$ cat src/bmp_pixel_decoder_top_defines.svh
// Assertion macros for the BMP pixel decoder top level.
// Needs clk_i and rst_ni in the scope where a macro is used.
`ifndef BMP_PIXEL_DECODER_TOP_DEFINES_SVH
`define BMP_PIXEL_DECODER_TOP_DEFINES_SVH

// Property checked on every rising clock edge outside reset.
`define BMP_ASSERT(lbl, prop, msg) \
  lbl: assert property (@(posedge clk_i) disable iff (!rst_ni) (prop)) else $error(msg);

// Condition that must never be true outside reset.
`define BMP_ASSERT_NEVER(lbl, cond, msg) \
  lbl: assert property (@(posedge clk_i) disable iff (!rst_ni) !(cond)) else $error(msg);

`endif

$ cat src/bmp_pkg.sv
// Shared types, codes and helpers of the BMP pixel decoder.
// No dependencies; imported by all modules but bmp_ram.
package bmp_pkg;

  localparam int unsigned MAX_WIDTH_DEF     = 4096;
  localparam int unsigned MAX_HEIGHT_DEF    = 4096;
  localparam int unsigned PALETTE_DEPTH_DEF = 256;

  localparam logic OP_PALETTE = 1'b0;
  localparam logic OP_DATA    = 1'b1;

  localparam logic [2:0] MODE_1BPP  = 3'd0;
  localparam logic [2:0] MODE_2BPP  = 3'd1;
  localparam logic [2:0] MODE_4BPP  = 3'd2;
  localparam logic [2:0] MODE_8BPP  = 3'd3;
  localparam logic [2:0] MODE_24BPP = 3'd4;
  localparam logic [2:0] MODE_32BPP = 3'd5;

  localparam logic [1:0] CFG_PIXEL_MODE   = 2'd0;
  localparam logic [1:0] CFG_IMAGE_WIDTH  = 2'd1;
  localparam logic [1:0] CFG_IMAGE_HEIGHT = 2'd2;

  typedef struct packed {
    logic        op;
    logic [7:0]  palette_index;
    logic [23:0] palette_color;
    logic [7:0]  data_byte;
  } bmp_in_t;

  typedef struct packed {
    logic [7:0]  blue;
    logic [7:0]  green;
    logic [7:0]  red;
    logic [7:0]  alpha;
    logic [11:0] column;
    logic [11:0] row;
    logic        last_of_byte;
    logic        image_done;
  } bmp_out_t;

  // Pixel request from the unpacker to the color stage.
  typedef struct packed {
    logic        indexed;
    logic        idx_ok;
    logic [23:0] color;
    logic [7:0]  alpha;
    logic [11:0] column;
    logic [11:0] row;
    logic        last;
    logic        done;
  } bmp_req_t;

  typedef struct packed {
    logic busy;
    logic frame_over;
  } bmp_status_t;

  // Unused modes decode as 8-bit indexed.
  function automatic logic [5:0] mode_bpp(input logic [2:0] mode);
    case (mode)
      MODE_1BPP:  return 6'd1;
      MODE_2BPP:  return 6'd2;
      MODE_4BPP:  return 6'd4;
      MODE_24BPP: return 6'd24;
      MODE_32BPP: return 6'd32;
      default:    return 6'd8;
    endcase
  endfunction

endpackage

$ cat src/bmp_pixout.sv
// Color stage and output register: pairs each request with its palette
// read data and presents the pixel transaction. Depends on bmp_pkg.
module bmp_pixout (
  input  logic              clk_i,
  input  logic              rst_ni,
  input  logic              req_valid_i,
  input  bmp_pkg::bmp_req_t req_i,
  output logic              req_ready_o,
  input  logic [23:0]       ram_rdata_i,
  output logic              out_valid_o,
  input  logic              out_stall_i,
  output bmp_pkg::bmp_out_t out_o
);
  import bmp_pkg::*;

  logic     s2_valid_q;
  bmp_req_t s2_q;
  logic     out_valid_q;
  bmp_out_t out_q;
  bmp_out_t pix;
  logic     out_ready, s2_load, s2_move;
  logic [23:0] color;

  assign out_ready   = !out_valid_q || !out_stall_i;
  assign req_ready_o = !s2_valid_q || out_ready;
  assign s2_load     = req_valid_i && req_ready_o;
  assign s2_move     = s2_valid_q && out_ready;

  // read data stays put while the stage waits: no read is issued then
  assign color = s2_q.indexed ? (s2_q.idx_ok ? ram_rdata_i : 24'd0) : s2_q.color;

  assign pix.blue         = color[7:0];
  assign pix.green        = color[15:8];
  assign pix.red          = color[23:16];
  assign pix.alpha        = s2_q.alpha;
  assign pix.column       = s2_q.column;
  assign pix.row          = s2_q.row;
  assign pix.last_of_byte = s2_q.last;
  assign pix.image_done   = s2_q.done;

  always_ff @(posedge clk_i or negedge rst_ni) begin
    if (!rst_ni) begin
      s2_valid_q  <= 1'b0;
      out_valid_q <= 1'b0;
    end else begin
      s2_valid_q  <= s2_load || (s2_valid_q && !out_ready);
      out_valid_q <= s2_move || (out_valid_q && out_stall_i);
    end
  end

  always_ff @(posedge clk_i) begin
    if (s2_load) begin
      s2_q <= req_i;
    end
    if (s2_move) begin
      out_q <= pix;
    end
  end

  assign out_valid_o = out_valid_q;
  assign out_o       = out_q;

endmodule

$ cat config.mk
export PLATFORM = sky130hd
export DESIGN_NAME = bmp_pixout
export DESIGN_NICKNAME = d
export VERILOG_FILES = /design/src/bmp_pixel_decoder_top_defines.svh /design/src/bmp_pkg.sv /design/src/bmp_pixout.sv
export SDC_FILE = /design/constraint.sdc
export NUM_CORES = 1
export LEC_CHECK = 0
export BUFFER_PORTS_ARGS = -buffer_cell sky130_fd_sc_hd__clkbuf_2
export CORE_MARGIN = 3
export CORE_UTILIZATION = 45
export DETAILED_ROUTE_END_ITERATION = 7
export PLACE_DENSITY = 0.74
export SYNTH_ARGS = -nofsm -noshare
export SYNTH_HDL_FRONTEND = slang
export SYNTH_SLANG_ARGS = --single-unit
$ cat constraint.sdc
create_clock -name clk_i -period 6.45 [get_ports clk_i]
set_input_delay 0.3225 -clock clk_i [delete_from_list [all_inputs] [get_ports clk_i]]
set_output_delay 0.3225 -clock clk_i [all_outputs]
set_load 0.1 [all_outputs]
==> results.rst <==
.. list-table::
   :header-rows: 1

   * - Metric
     - Value
   * - Cell Area, Placed
     - 0.00475 mm²
   * - Overall global routing resource usage
     - 17.0%
   * - Largest clock skew in the final design
     - 0.0129 ns
   * - Boundary Pins
     - 148
   * - Chip Width
     - 99.2 µm
   * - CP required
     - 6.13 ns
   * - CP max stage cell
     - clkbuf_2
   * - Wire length of the first global-routing pass
     - 12.4 mm
   * - Fin. Hold Viols
     - 0
   * - Final count of pins violating max slew
     - 0
   * - Number of routed nets with antenna violations
     - 0
   * - Final setup violation count
     - 0
   * - Total of flip-flops plus latches after synthesis
     - 120
   * - Total overflow reported by the global router
     - 0
   * - Sum Neg Setup Slack
     - 0 ns
   * - Cell family with most CP delay
     - buffers and inverters
   * - Setup crit start kind
     - register
   * - Largest area contributor in the synthesized netlist
     - edfxtp_1
   * - Gate count after technology mapping
     - 158
   * - Data arrival, critical path
     - 1.55 ns
   * - Warnings, synthesis
     - 0
   * - TritonCTS clock tree
     - built
   * - Fraction of layout cells with a size suffix above 1
     - 47.4%
   * - Max_slew headroom
     - 49.2%
   * - Post-synth cell types
     - 15
   * - Worst reg2reg setup slack
     - 4.71 ns
   * - Detailed-placement wirelength estimate
     - 4.70 mm
   * - Vias in the first global route
     - 2446
   * - Std cell rows
     - 33
   * - Synth area leaders
     - edfxtp_1, a22o_1, dfrtp_1
   * - Maximum clock path buffer count
     - 2
   * - Post-Syn Area per Cell
     - 24.7 µm²
   * - Clock root buffer
     - clkbuf_8
   * - DRC violations left
     - 0
   * - Outcome
     - finished clean
   * - Worst hold-check path type
     - primary input to register
   * - Final worst path period share
     - 29.0%
   * - Inserted Clock Buffers
     - 17
   * - Total number of vias
     - 2299
   * - Syn_nets
     - 246
   * - Power density relative to cell area
     - 374 mW/mm²
   * - Diodes inserted
     - 0
   * - H-tree level count
     - 4
   * - Vert. Die Dim
     - 99.2 µm
   * - Final design instance area without fill
     - 0.00594 mm²
   * - Share of the synthesized area in the top cell type
     - 90.7%
   * - Clk slew on worst S/H paths
     - 0.05 ns
   * - Cell area after synthesis
     - 0.00391 mm²
   * - Reported max-cap violation count
     - 0
   * - Cell-by-cell listing of the critical path
     - nand3_1, clkbuf_2
   * - Number of clock sinks seen by CTS
     - 120
   * - Setup repair after global routing missed its margin
     - false
   * - Core Region
     - 0.00834 mm²
   * - Standby leakage power
     - 0.00243 µW
   * - Number of vias per cell
     - 4.63
   * - Post-synthesis to final-layout area growth
     - 52.0%
   * - Shortest clock period the worst path allows after layout
     - 1.87 ns
   * - Number of design-rule violations left by the first detailed-router iteration
     - 77
   * - CP Class
     - register to primary output
   * - Area of the die
     - 0.00984 mm²
   * - Worst ir drop on vdd
     - 0.000200 V
   * - Initial antenna violation count
     - 0
   * - CP peak stage delay
     - 0.48 ns
   * - Post-cts repair resize count
     - 0
   * - Insertion delay to the later sink of the worst-skew pair
     - 0.50 ns
   * - Initial Utilization
     - 46.9%
   * - Sequential share of the synthesized area
     - 91.9%
   * - Pin count of the biggest net entering global routing
     - 61
   * - Max frequency
     - 0.534 GHz
   * - Routed wire per std cell
     - 16.1 µm
   * - Final GP Congestion
     - 0.664
   * - First-pass DRT Iterations
     - 4
   * - Final routed wirelength across all metal layers
     - 8.00 mm
   * - Count of nets after finishing
     - 467
   * - Worst-Margin Slew
     - 0.761 ns
   * - I/O Buffers
     - 147
   * - Endpoint type of the worst setup path
     - primary output
   * - Max FO, Critical Path
     - 4
   * - WP buf/inv
     - 1
timing repair:
action | 4_1_cts | 5_1_grt
setup buffers | 0 | 0
hold buffers | 56 | 2
endpoints found under the hold margin | 57 | 2
synthesized netlist by cell type:
cell,number
and2_4,1
buf_8,2
a21o_1,1
buf_2,2
a22o_2,3
nand3_1,2
dfrtp_1,2
edfxtp_1,118
buf_6,1
nand2b_1,1
a22o_1,20
inv_1,2
a21boi_0,1
and2_1,1
o21ai_0,1
routing by layer:
metal,vias to the layer above,global-route usage [%],share of wire [%]
met5,-,0,0
met4,0,6.09,1.3
met3,12,6.10,6.7
met2,109,28.8,53
met1,1086,20.0,39
li1,1092,-,-
sequential cells by signal, indices dropped and copies added, names as in the netlist:
register	flops
s2_q	26
out_valid_o	1
pix	34
out_o	58
s2_valid_q	1
path summary, 6_finish.rpt:
kind	start	to	depth (start not counted)
min reg2reg	pix[29]	out_o[29]	0
max	out_valid_o	req_ready_o	2
min	req_i[19]	pix[19]	1
max in group asynchronous	rst_ni	s2_valid_q	2
min in group asynchronous	rst_ni	out_valid_o	2
max reg2reg	out_valid_o	s2_q[48]	3
cell families after synthesis:
kind of cell / synth area share [%]
AOI/OAI and AO/OA: 5.76
buffers and inverters: 1.50
DFF: 91.9
and+or+nand+nor: 0.801
cells in the final DEF, fill, tap and decap left out:
| master | netlist | layout |
|---|---|---|
| nand3_1 | 2 | 2 |
| a21boi_4 | 0 | 1 |
| clkinv_4 | 0 | 2 |
| inv_1 | 2 | 2 |
| nand2b_1 | 1 | 1 |
| edfxtp_1 | 118 | 118 |
| o21ai_0 | 1 | 1 |
| clkbuf_1 | 0 | 1 |
| clkbuf_2 | 0 | 147 |
| a21o_1 | 1 | 1 |
| clkinvlp_4 | 0 | 4 |
| clkbuf_8 | 0 | 4 |
| clkbuf_16 | 0 | 16 |
| and2_4 | 1 | 1 |
| a22o_2 | 3 | 3 |
| and2_2 | 0 | 1 |
| a22o_1 | 20 | 20 |
| bufinv_16 | 0 | 3 |
| clkinv_2 | 0 | 2 |
| buf_4 | 0 | 2 |
| dlygate4sd3_1 | 0 | 58 |
| dfrtp_1 | 2 | 2 |
power by group:
group / internal (µW) / switching (µW) / leakage [µW]
sequential: 928 / 16.7 / 0.00116
clock: 618 / 314 / 0.000286
combinational: 71.9 / 273 / 0.000989
metrics by stage:
step	setup slack (ns)	util [%]	total power, µW	std cells	hold slack (ns)
4_1_cts	4.55	71.0	2240	495	0.000231
3_3_place_gp	4.78	57.0	1270	407	0.108
6_report	4.58	71.2	2220	497	0.0292
5_1_grt	4.49	71.2	2300	497	0.000380
3_5_place_dp	4.71	57.0	1280	407	0.112
2_1_floorplan	0.744	-	1220	158	0.0269
cell type report:
class                      count  area, µm²
sequential                   120       3590
tap                          105        131
inverter                       2       7.51
timing repair buffer         207       1330
clock buffer                  21        459
clock inverter                11        148
multi-input combinational     31        269
fill                         534       2400
worst register-to-register path: stages (launching register included):
cell	delay, ns
dfrtp_1	0.43
nand3_1	0.15
and2_2	0.15
buf_4	0.59
No activity file was read; power rests on OpenSTA's default activity.
