## src/bmp_pixel_decoder_top_defines.svh

```systemverilog
// Assertion macros for the BMP pixel decoder top level.
// Needs clk_i and rst_ni in the scope where a macro is used.
`ifndef BMP_PIXEL_DECODER_TOP_DEFINES_SVH
`define BMP_PIXEL_DECODER_TOP_DEFINES_SVH

// Property checked on every rising clock edge outside reset.
`define BMP_ASSERT(lbl, prop, msg) \
  lbl: assert property (@(posedge clk_i) disable iff (!rst_ni) (prop)) else $error(msg);

// Condition that must never be true outside reset.
`define BMP_ASSERT_NEVER(lbl, cond, msg) \
  lbl: assert property (@(posedge clk_i) disable iff (!rst_ni) !(cond)) else $error(msg);

`endif

```

## src/bmp_pkg.sv

```systemverilog
// Shared types, codes and helpers of the BMP pixel decoder.
// No dependencies; imported by all modules but bmp_ram.
package bmp_pkg;

  localparam int unsigned MAX_WIDTH_DEF     = 4096;
  localparam int unsigned MAX_HEIGHT_DEF    = 4096;
  localparam int unsigned PALETTE_DEPTH_DEF = 256;

  localparam logic OP_PALETTE = 1'b0;
  localparam logic OP_DATA    = 1'b1;

  localparam logic [2:0] MODE_1BPP  = 3'd0;
  localparam logic [2:0] MODE_2BPP  = 3'd1;
  localparam logic [2:0] MODE_4BPP  = 3'd2;
  localparam logic [2:0] MODE_8BPP  = 3'd3;
  localparam logic [2:0] MODE_24BPP = 3'd4;
  localparam logic [2:0] MODE_32BPP = 3'd5;

  localparam logic [1:0] CFG_PIXEL_MODE   = 2'd0;
  localparam logic [1:0] CFG_IMAGE_WIDTH  = 2'd1;
  localparam logic [1:0] CFG_IMAGE_HEIGHT = 2'd2;

  typedef struct packed {
    logic        op;
    logic [7:0]  palette_index;
    logic [23:0] palette_color;
    logic [7:0]  data_byte;
  } bmp_in_t;

  typedef struct packed {
    logic [7:0]  blue;
    logic [7:0]  green;
    logic [7:0]  red;
    logic [7:0]  alpha;
    logic [11:0] column;
    logic [11:0] row;
    logic        last_of_byte;
    logic        image_done;
  } bmp_out_t;

  // Pixel request from the unpacker to the color stage.
  typedef struct packed {
    logic        indexed;
    logic        idx_ok;
    logic [23:0] color;
    logic [7:0]  alpha;
    logic [11:0] column;
    logic [11:0] row;
    logic        last;
    logic        done;
  } bmp_req_t;

  typedef struct packed {
    logic busy;
    logic frame_over;
  } bmp_status_t;

  // Unused modes decode as 8-bit indexed.
  function automatic logic [5:0] mode_bpp(input logic [2:0] mode);
    case (mode)
      MODE_1BPP:  return 6'd1;
      MODE_2BPP:  return 6'd2;
      MODE_4BPP:  return 6'd4;
      MODE_24BPP: return 6'd24;
      MODE_32BPP: return 6'd32;
      default:    return 6'd8;
    endcase
  endfunction

endpackage

```

## src/bmp_unpack.sv

```systemverilog
// Byte slot and frame counters: unpacks one byte into pixel requests, one
// per cycle if not stalled; drives palette RAM ports. Depends on bmp_pkg.
module bmp_unpack #(
  parameter int unsigned MAX_WIDTH     = bmp_pkg::MAX_WIDTH_DEF,
  parameter int unsigned MAX_HEIGHT    = bmp_pkg::MAX_HEIGHT_DEF,
  parameter int unsigned PALETTE_DEPTH = bmp_pkg::PALETTE_DEPTH_DEF
) (
  input  logic                               clk_i,
  input  logic                               rst_ni,
  input  logic                               restart_i,
  input  logic [2:0]                         mode_i,
  input  logic [$clog2(MAX_WIDTH+1)-1:0]     width_i,
  input  logic [$clog2(MAX_HEIGHT+1)-1:0]    height_i,
  input  logic [$clog2(MAX_WIDTH*4+1)-1:0]   dbytes_i,
  input  logic [$clog2(MAX_WIDTH*4+1)-1:0]   pitch_i,
  input  logic                               in_valid_i,
  output logic                               in_stall_o,
  input  bmp_pkg::bmp_in_t                   in_i,
  output logic                               ram_we_o,
  output logic [$clog2(PALETTE_DEPTH)-1:0]   ram_waddr_o,
  output logic [23:0]                        ram_wdata_o,
  output logic                               ram_re_o,
  output logic [$clog2(PALETTE_DEPTH)-1:0]   ram_raddr_o,
  output logic                               req_valid_o,
  output bmp_pkg::bmp_req_t                  req_o,
  input  logic                               req_ready_i,
  output bmp_pkg::bmp_status_t               status_o
);
  import bmp_pkg::*;

  localparam int unsigned WW = $clog2(MAX_WIDTH+1);
  localparam int unsigned HW = $clog2(MAX_HEIGHT+1);
  localparam int unsigned BW = $clog2(MAX_WIDTH*4+1);
  localparam int unsigned AW = $clog2(PALETTE_DEPTH);

  logic          slot_valid_q, slot_valid_d;
  bmp_in_t       slot_q, slot_d;
  logic [7:0]    sh_q, sh_d;
  logic [2:0]    k_q, k_d;
  logic [WW-1:0] col_q, col_d;
  logic [HW-1:0] row_q, row_d;
  logic [BW-1:0] bir_q, bir_d;
  logic [23:0]   asm_q, asm_d;
  logic [1:0]    phase_q, phase_d;

  logic [5:0]    bpp;
  logic          indexed;
  logic [7:0]    idx;
  logic [7:0]    sh_next;
  logic [2:0]    last_k;
  logic [1:0]    last_phase;
  logic [7:0]    b;
  logic          is_data, frame_over, in_region, col_ok, col_last, row_last;
  logic          live, emit, finish, adv, consume, accept;
  logic [23:0]   asm_new;
  logic [BW-1:0] bir_inc;
  logic [HW-1:0] row_out;

  assign bpp        = mode_bpp(mode_i);
  assign indexed    = (bpp <= 6'd8);
  assign last_phase = (bpp == 6'd24) ? 2'd2 : 2'd3;
  assign b          = slot_q.data_byte;

  always_comb begin
    case (bpp)
      6'd1: begin
        idx     = {7'd0, sh_q[7]};
        sh_next = {sh_q[6:0], 1'b0};
        last_k  = 3'd7;
      end
      6'd2: begin
        idx     = {6'd0, sh_q[7:6]};
        sh_next = {sh_q[5:0], 2'd0};
        last_k  = 3'd3;
      end
      6'd4: begin
        idx     = {4'd0, sh_q[7:4]};
        sh_next = {sh_q[3:0], 4'd0};
        last_k  = 3'd1;
      end
      default: begin
        idx     = sh_q;
        sh_next = 8'd0;
        last_k  = 3'd0;
      end
    endcase
  end

  always_comb begin
    case (phase_q)
      2'd0:    asm_new = asm_q | {16'd0, b};
      2'd1:    asm_new = asm_q | {8'd0, b, 8'd0};
      2'd2:    asm_new = asm_q | {b, 16'd0};
      default: asm_new = asm_q;
    endcase
  end

  assign is_data    = (slot_q.op == OP_DATA);
  assign frame_over = (row_q >= height_i);
  assign in_region  = (bir_q < dbytes_i);
  assign col_ok     = (col_q < width_i);
  assign col_last   = (({1'b0, col_q} + 1'b1) == {1'b0, width_i});
  assign row_last   = (({1'b0, row_q} + 1'b1) == {1'b0, height_i});
  assign row_out    = height_i - row_q - 1'b1;

  // pad bytes and bytes past the frame go through the slot and give nothing
  assign live    = slot_valid_q && is_data && !frame_over && in_region;
  assign emit    = live && col_ok && (indexed || (phase_q >= last_phase));
  assign finish  = !(emit && indexed) || (k_q == last_k) || col_last;
  assign adv     = slot_valid_q && (!emit || req_ready_i);
  assign consume = adv && finish;

  assign in_stall_o = slot_valid_q && !consume;
  assign accept     = in_valid_i && !in_stall_o;

  assign ram_we_o    = slot_valid_q && !is_data &&
                       (32'(slot_q.palette_index) < PALETTE_DEPTH);
  assign ram_waddr_o = slot_q.palette_index[AW-1:0];
  assign ram_wdata_o = slot_q.palette_color;
  assign ram_re_o    = emit && indexed && req_ready_i;
  assign ram_raddr_o = idx[AW-1:0];

  assign req_valid_o    = emit;
  assign req_o.indexed  = indexed;
  assign req_o.idx_ok   = (32'(idx) < PALETTE_DEPTH);
  assign req_o.color    = indexed ? 24'd0 : asm_new;
  assign req_o.alpha    = (bpp == 6'd32) ? b : 8'd0;
  assign req_o.column   = 12'(col_q);
  assign req_o.row      = 12'(row_out);
  assign req_o.last     = finish;
  assign req_o.done     = col_last && row_last;

  assign status_o.busy       = slot_valid_q;
  assign status_o.frame_over = frame_over;

  always_comb begin
    slot_valid_d = slot_valid_q;
    slot_d       = slot_q;
    sh_d         = sh_q;
    k_d          = k_q;
    col_d        = col_q;
    row_d        = row_q;
    bir_d        = bir_q;
    asm_d        = asm_q;
    phase_d      = phase_q;
    bir_inc      = bir_q + 1'b1;

    if (adv && emit) begin
      col_d = col_q + 1'b1;
      sh_d  = sh_next;
      k_d   = k_q + 1'b1;
    end

    if (adv && live && !indexed) begin
      if (phase_q >= last_phase) begin
        asm_d   = 24'd0;
        phase_d = 2'd0;
      end else begin
        asm_d   = asm_new;
        phase_d = phase_q + 1'b1;
      end
    end

    // end of byte: advance the row position, wrap at the pitch
    if (consume && is_data && !frame_over) begin
      if (bir_inc >= pitch_i) begin
        bir_d   = '0;
        col_d   = '0;
        asm_d   = 24'd0;
        phase_d = 2'd0;
        row_d   = row_q + 1'b1;
      end else begin
        bir_d = bir_inc;
      end
    end

    if (consume) begin
      slot_valid_d = 1'b0;
    end
    if (accept) begin
      slot_valid_d = 1'b1;
      slot_d       = in_i;
      sh_d         = in_i.data_byte;
      k_d          = 3'd0;
    end

    if (restart_i) begin
      col_d   = '0;
      row_d   = '0;
      bir_d   = '0;
      asm_d   = 24'd0;
      phase_d = 2'd0;
    end
  end

  always_ff @(posedge clk_i or negedge rst_ni) begin
    if (!rst_ni) begin
      slot_valid_q <= 1'b0;
      k_q          <= 3'd0;
      col_q        <= '0;
      row_q        <= '0;
      bir_q        <= '0;
      asm_q        <= 24'd0;
      phase_q      <= 2'd0;
    end else begin
      slot_valid_q <= slot_valid_d;
      k_q          <= k_d;
      col_q        <= col_d;
      row_q        <= row_d;
      bir_q        <= bir_d;
      asm_q        <= asm_d;
      phase_q      <= phase_d;
    end
  end

  always_ff @(posedge clk_i) begin
    slot_q <= slot_d;
    sh_q   <= sh_d;
  end

endmodule

```

## config.mk

```make
export PLATFORM = sky130hd
export DESIGN_NAME = bmp_unpack
export DESIGN_NICKNAME = d
export VERILOG_FILES = /design/src/bmp_pixel_decoder_top_defines.svh /design/src/bmp_pkg.sv /design/src/bmp_unpack.sv
export SDC_FILE = /design/constraint.sdc
export NUM_CORES = 1
export LEC_CHECK = 0
export ABC_CLOCK_PERIOD_IN_PS = 11750
export BUFFER_PORTS_ARGS = -buffer_cell sky130_fd_sc_hd__buf_4
export CAP_MARGIN = 20
export CORE_ASPECT_RATIO = 0.8
export CORE_MARGIN = 4
export CORE_UTILIZATION = 60
export DETAILED_ROUTE_END_ITERATION = 12
export PLACE_DENSITY_LB_ADDON = 0.05
export SLEW_MARGIN = 10
export SYNTH_ARGS = -nofsm -noshare
export SYNTH_HDL_FRONTEND = slang
export SYNTH_SLANG_ARGS = --single-unit
```

## constraint.sdc

```tcl
create_clock -name clk_i -period 11.75 [get_ports clk_i]
set_clock_uncertainty 0.15 [all_clocks]
set_input_delay 3.525 -clock clk_i [delete_from_list [all_inputs] [get_ports clk_i]]
set_output_delay 3.525 -clock clk_i [all_outputs]
set_load 0.05 [all_outputs]
```

==> flow_summary_export.csv <==
group,metric,value,unit
clock_network,root_buffer,"clkbuf_16",
setup_path,cp_cell_sequence,"buf_4 > inv_1 > ha_1 > a21oi_1 > o21ai_1 > a221oi_2 > o2111ai_2 > nor3b_4 > buf_4 > and2_1 > inv_1 > buf_4",
clock_network,clk_pin_slew,0.06,ns
sta,max_clock_freq,0.0995,GHz
yosys,synth_cells,982,
sta,fin_crit_sh,0.855,
sta,final-hold-violation-count,0,
final_layout,multi_input_area,5120,um2
yosys,postSynthRegisterBits,120,
clock_network,clock_sinks,120,
yosys,netlist_area,9010,um2
final_layout,n_antenna_cell,0,
setup_path,startpoint_type,"primary input",
die,io_pins,211,
setup_path,critPathMaxFanout,25,
worst_hold_path,hold_class,"flop to flop",
drt,final_antenna_net_count,0,
yosys,synth-edff-count,49,
setup_path,reg2reg_slack,6.71,ns
yosys,synth_top_family_by_area,"simple AND/OR/NAND/NOR gates",
final_layout,seq_area,3250,um2
sta,finalSetupTns,0,ns
yosys,synthAdderAreaFrac,0.105,
sta,drv_slew,0,
yosys,synth_most_common_cell,"inv_1",
job,max-cap-violations,0,
grt,grt_pass1_vias,7902,
sta,setup_ws,1.70,ns
yosys,synth_top_cell_by_area,"dfrtp_1",
yosys,synthXorXnorAreaFrac,0.0554,
yosys,seq_area_frac_synth,0.361,
clock_network,cts_setup_buffers,0,
final_layout,fin_nets,1331,
setup_path,crit_arrival,6.38,ns
clock_network,ctsHoldBuffers,0,
pwr,vdd_ir_drop_max,0.124,mV
clock_network,htree_num_levels,4,
yosys,yosysWarningCount,0,
clock_network,clockBufferDepth,2,
setup_path,crit_top_cell,"buf_4",
setup_path,crit_slowest_cell,"o2111ai_2",
yosys,syn_avg_cell_area,9.17,um2
grt,grt_overflow,0,
setup_path,r2r_cells,16,
yosys,synth_top_area_frac,0.197,
yosys,synth-simple-area-share,0.193,
pwr,total_leakage_power,0.00511,uW
yosys,synth-main-ff-cell,"dfrtp_1",
clock_network,ctsResizeCount,0,
yosys,async_reset_ff_frac,0.592,
yosys,synthMuxAreaShare,0.0420,
drt,viasPerCell,6.04,
sta,min_period,10.05,ns
yosys,netlist_top_cells_count,"inv_1 (81), nor2_1 (78), ha_1 (74)",
drt,first_iter_violations,651,
worst_hold_path,hp-start,"asm_q[23]",
die,dieHeight,118,um
sta,relSlewSlack,0.248,
status,status,"finished, final reports clean",
clock_network,cts_made_buffers,17,
final_layout,nFillCells,1048,
pwr,power.density,109,nW/um2
place,dp_slack,1.77,ns
sta,tightest_slew,1.13,ns
grt,antenna_found_initial,0,
drt,drt-total-wl,23600,um
setup_path,slowest_delay,0.48,ns
die,core-area,14500,um2
die,fp.dieW,145,um
die,rows,39,
setup_path,path_class,"primary input to output port",
place,dp_hpwl,17100,um
grt,grt_start_max_net_pins,79,
drt,drc,0,
clock_network,clkLatencyLatePin,0.42,ns
sta,holdWs,0.422,ns
drt,first_pass_iters,5,
clock_network,cts_tree,"done",
grt,grt_pass1_wl,39700,um
die,dieArea,17000,um2
grt,track_usage,0.278,
setup_path,timing.rr.end,"row_q[0]",
setup_path,cp-startpoint,"height_i[6]",
place,gp_congestion,0.899,
yosys,synth-compound-area-share,0.170,
final_layout,drive_gt1_frac,0.241,
place,io_buffers,209,
setup_path,required,8.08,ns
sta,setup_viol_count_final,0,
sta,rsz0062_at_grt,"false",
setup_path,r2r-start,"bir_q[0]",
drt,num_vias,8144,
final_layout,area_growth,23.6,%
setup_path,cp-end-kind,"output port",
drt,detail_route.wl_per_cell,17.5,um
yosys,synth_fp_nets,1162,
setup_path,critical_path.endpoint,"req_o[1]",
die,floorplan.initialDensity,0.622,
yosys,ys_types,78,
yosys,ys_top_cells_by_area,"dfrtp_1 (20%), edfxtp_1 (16%), ha_1 (10%)",
[metal layers]
metal | up-vias | share of wire | global-route usage
met5 | - | 0 | 0
met4 | 0 | 0.021 | 0.0855
met3 | 38 | 0.077 | 0.0574
met2 | 362 | 0.45 | 0.435
met1 | 3850 | 0.45 | 0.392
li1 | 3894 | - | -
[layout make-up]
type / count / area share
clock buffers: 17 / 0.0382
multi-input cells: 710 / 0.459
well taps: 184 / 0.0207
clock inverters: 15 / 0.0142
flip-flops and latches: 120 / 0.292
repair buffers: 220 / 0.148
inverters: 82 / 0.0276
[worst max-delay path: cells and delay by family]
family                     cells  cell delay, ns
buffers and inverters          5            0.72
adders and majority gates      1            0.36
and+or+nand+nor                2            0.57
AOI/OAI and AO/OA              4            1.20
[kinds of logic (layout without fill, tap and decap cells)]
kind of cell	Yosys count	in the layout
adders and majority gates	75	75
xor gates and xnor gates	57	57
buffers and inverters	152	334
and+or+nand+nor	324	324
muxes	35	35
DFF	120	120
other	1	1
AOI/OAI and AO/OA	218	218
[worst min path at each step]
| stage | to | depth (start not counted) |
|---|---|---|
| global placement | asm_q[0] | 2 |
| finish | asm_q[23] | 2 |
| detailed placement | asm_q[0] | 2 |
| floorplan | asm_q[23] | 2 |
| CTS | asm_q[0] | 2 |
| global route | phase_q[0] | 2 |
[flip-flops by register name, summed over array words and instances, names as in the netlist]
name          count
asm_q            24
b                 8
bir_q            15
col_q            13
is_data           1
k_q               3
phase_q           2
ram_waddr_o       8
ram_wdata_o      24
row_q            13
sh_q              8
slot_valid_q      1
[where the power goes]
group | internal [uW] | switching [uW]
logic | 84.6 | 157
registers | 456 | 12.0
clock network | 299 | 211
[cells in the final DEF (no fill, tap or decap), types with 21 or more instances in the layout]
cell type / n
and3_1: 26
xnor2_1: 38
buf_4: 220
nor4_1: 25
inv_1: 81
edfxtp_1: 49
a211oi_1: 29
nand2_1: 56
nand3_1: 27
a31oi_1: 21
o21ai_0: 27
nor2b_1: 25
nor2_1: 78
a21oi_1: 62
ha_1: 74
dfrtp_1: 71
[metrics by stage]
| stage | cell area (um2) | util | power (uW) | std cells |
|---|---|---|---|---|
| after CTS | 11100 | 0.768 | 1230 | 1347 |
| final | 11100 | 0.768 | 1220 | 1348 |
| after floorplan | 9010 | - | 629 | 982 |
| after detailed placement | 10500 | 0.728 | 716 | 1315 |
| after global placement | 10500 | 0.728 | 712 | 1315 |
| after global routing | 11100 | 0.768 | 1270 | 1348 |
Power figures use the tool's default switching activity.
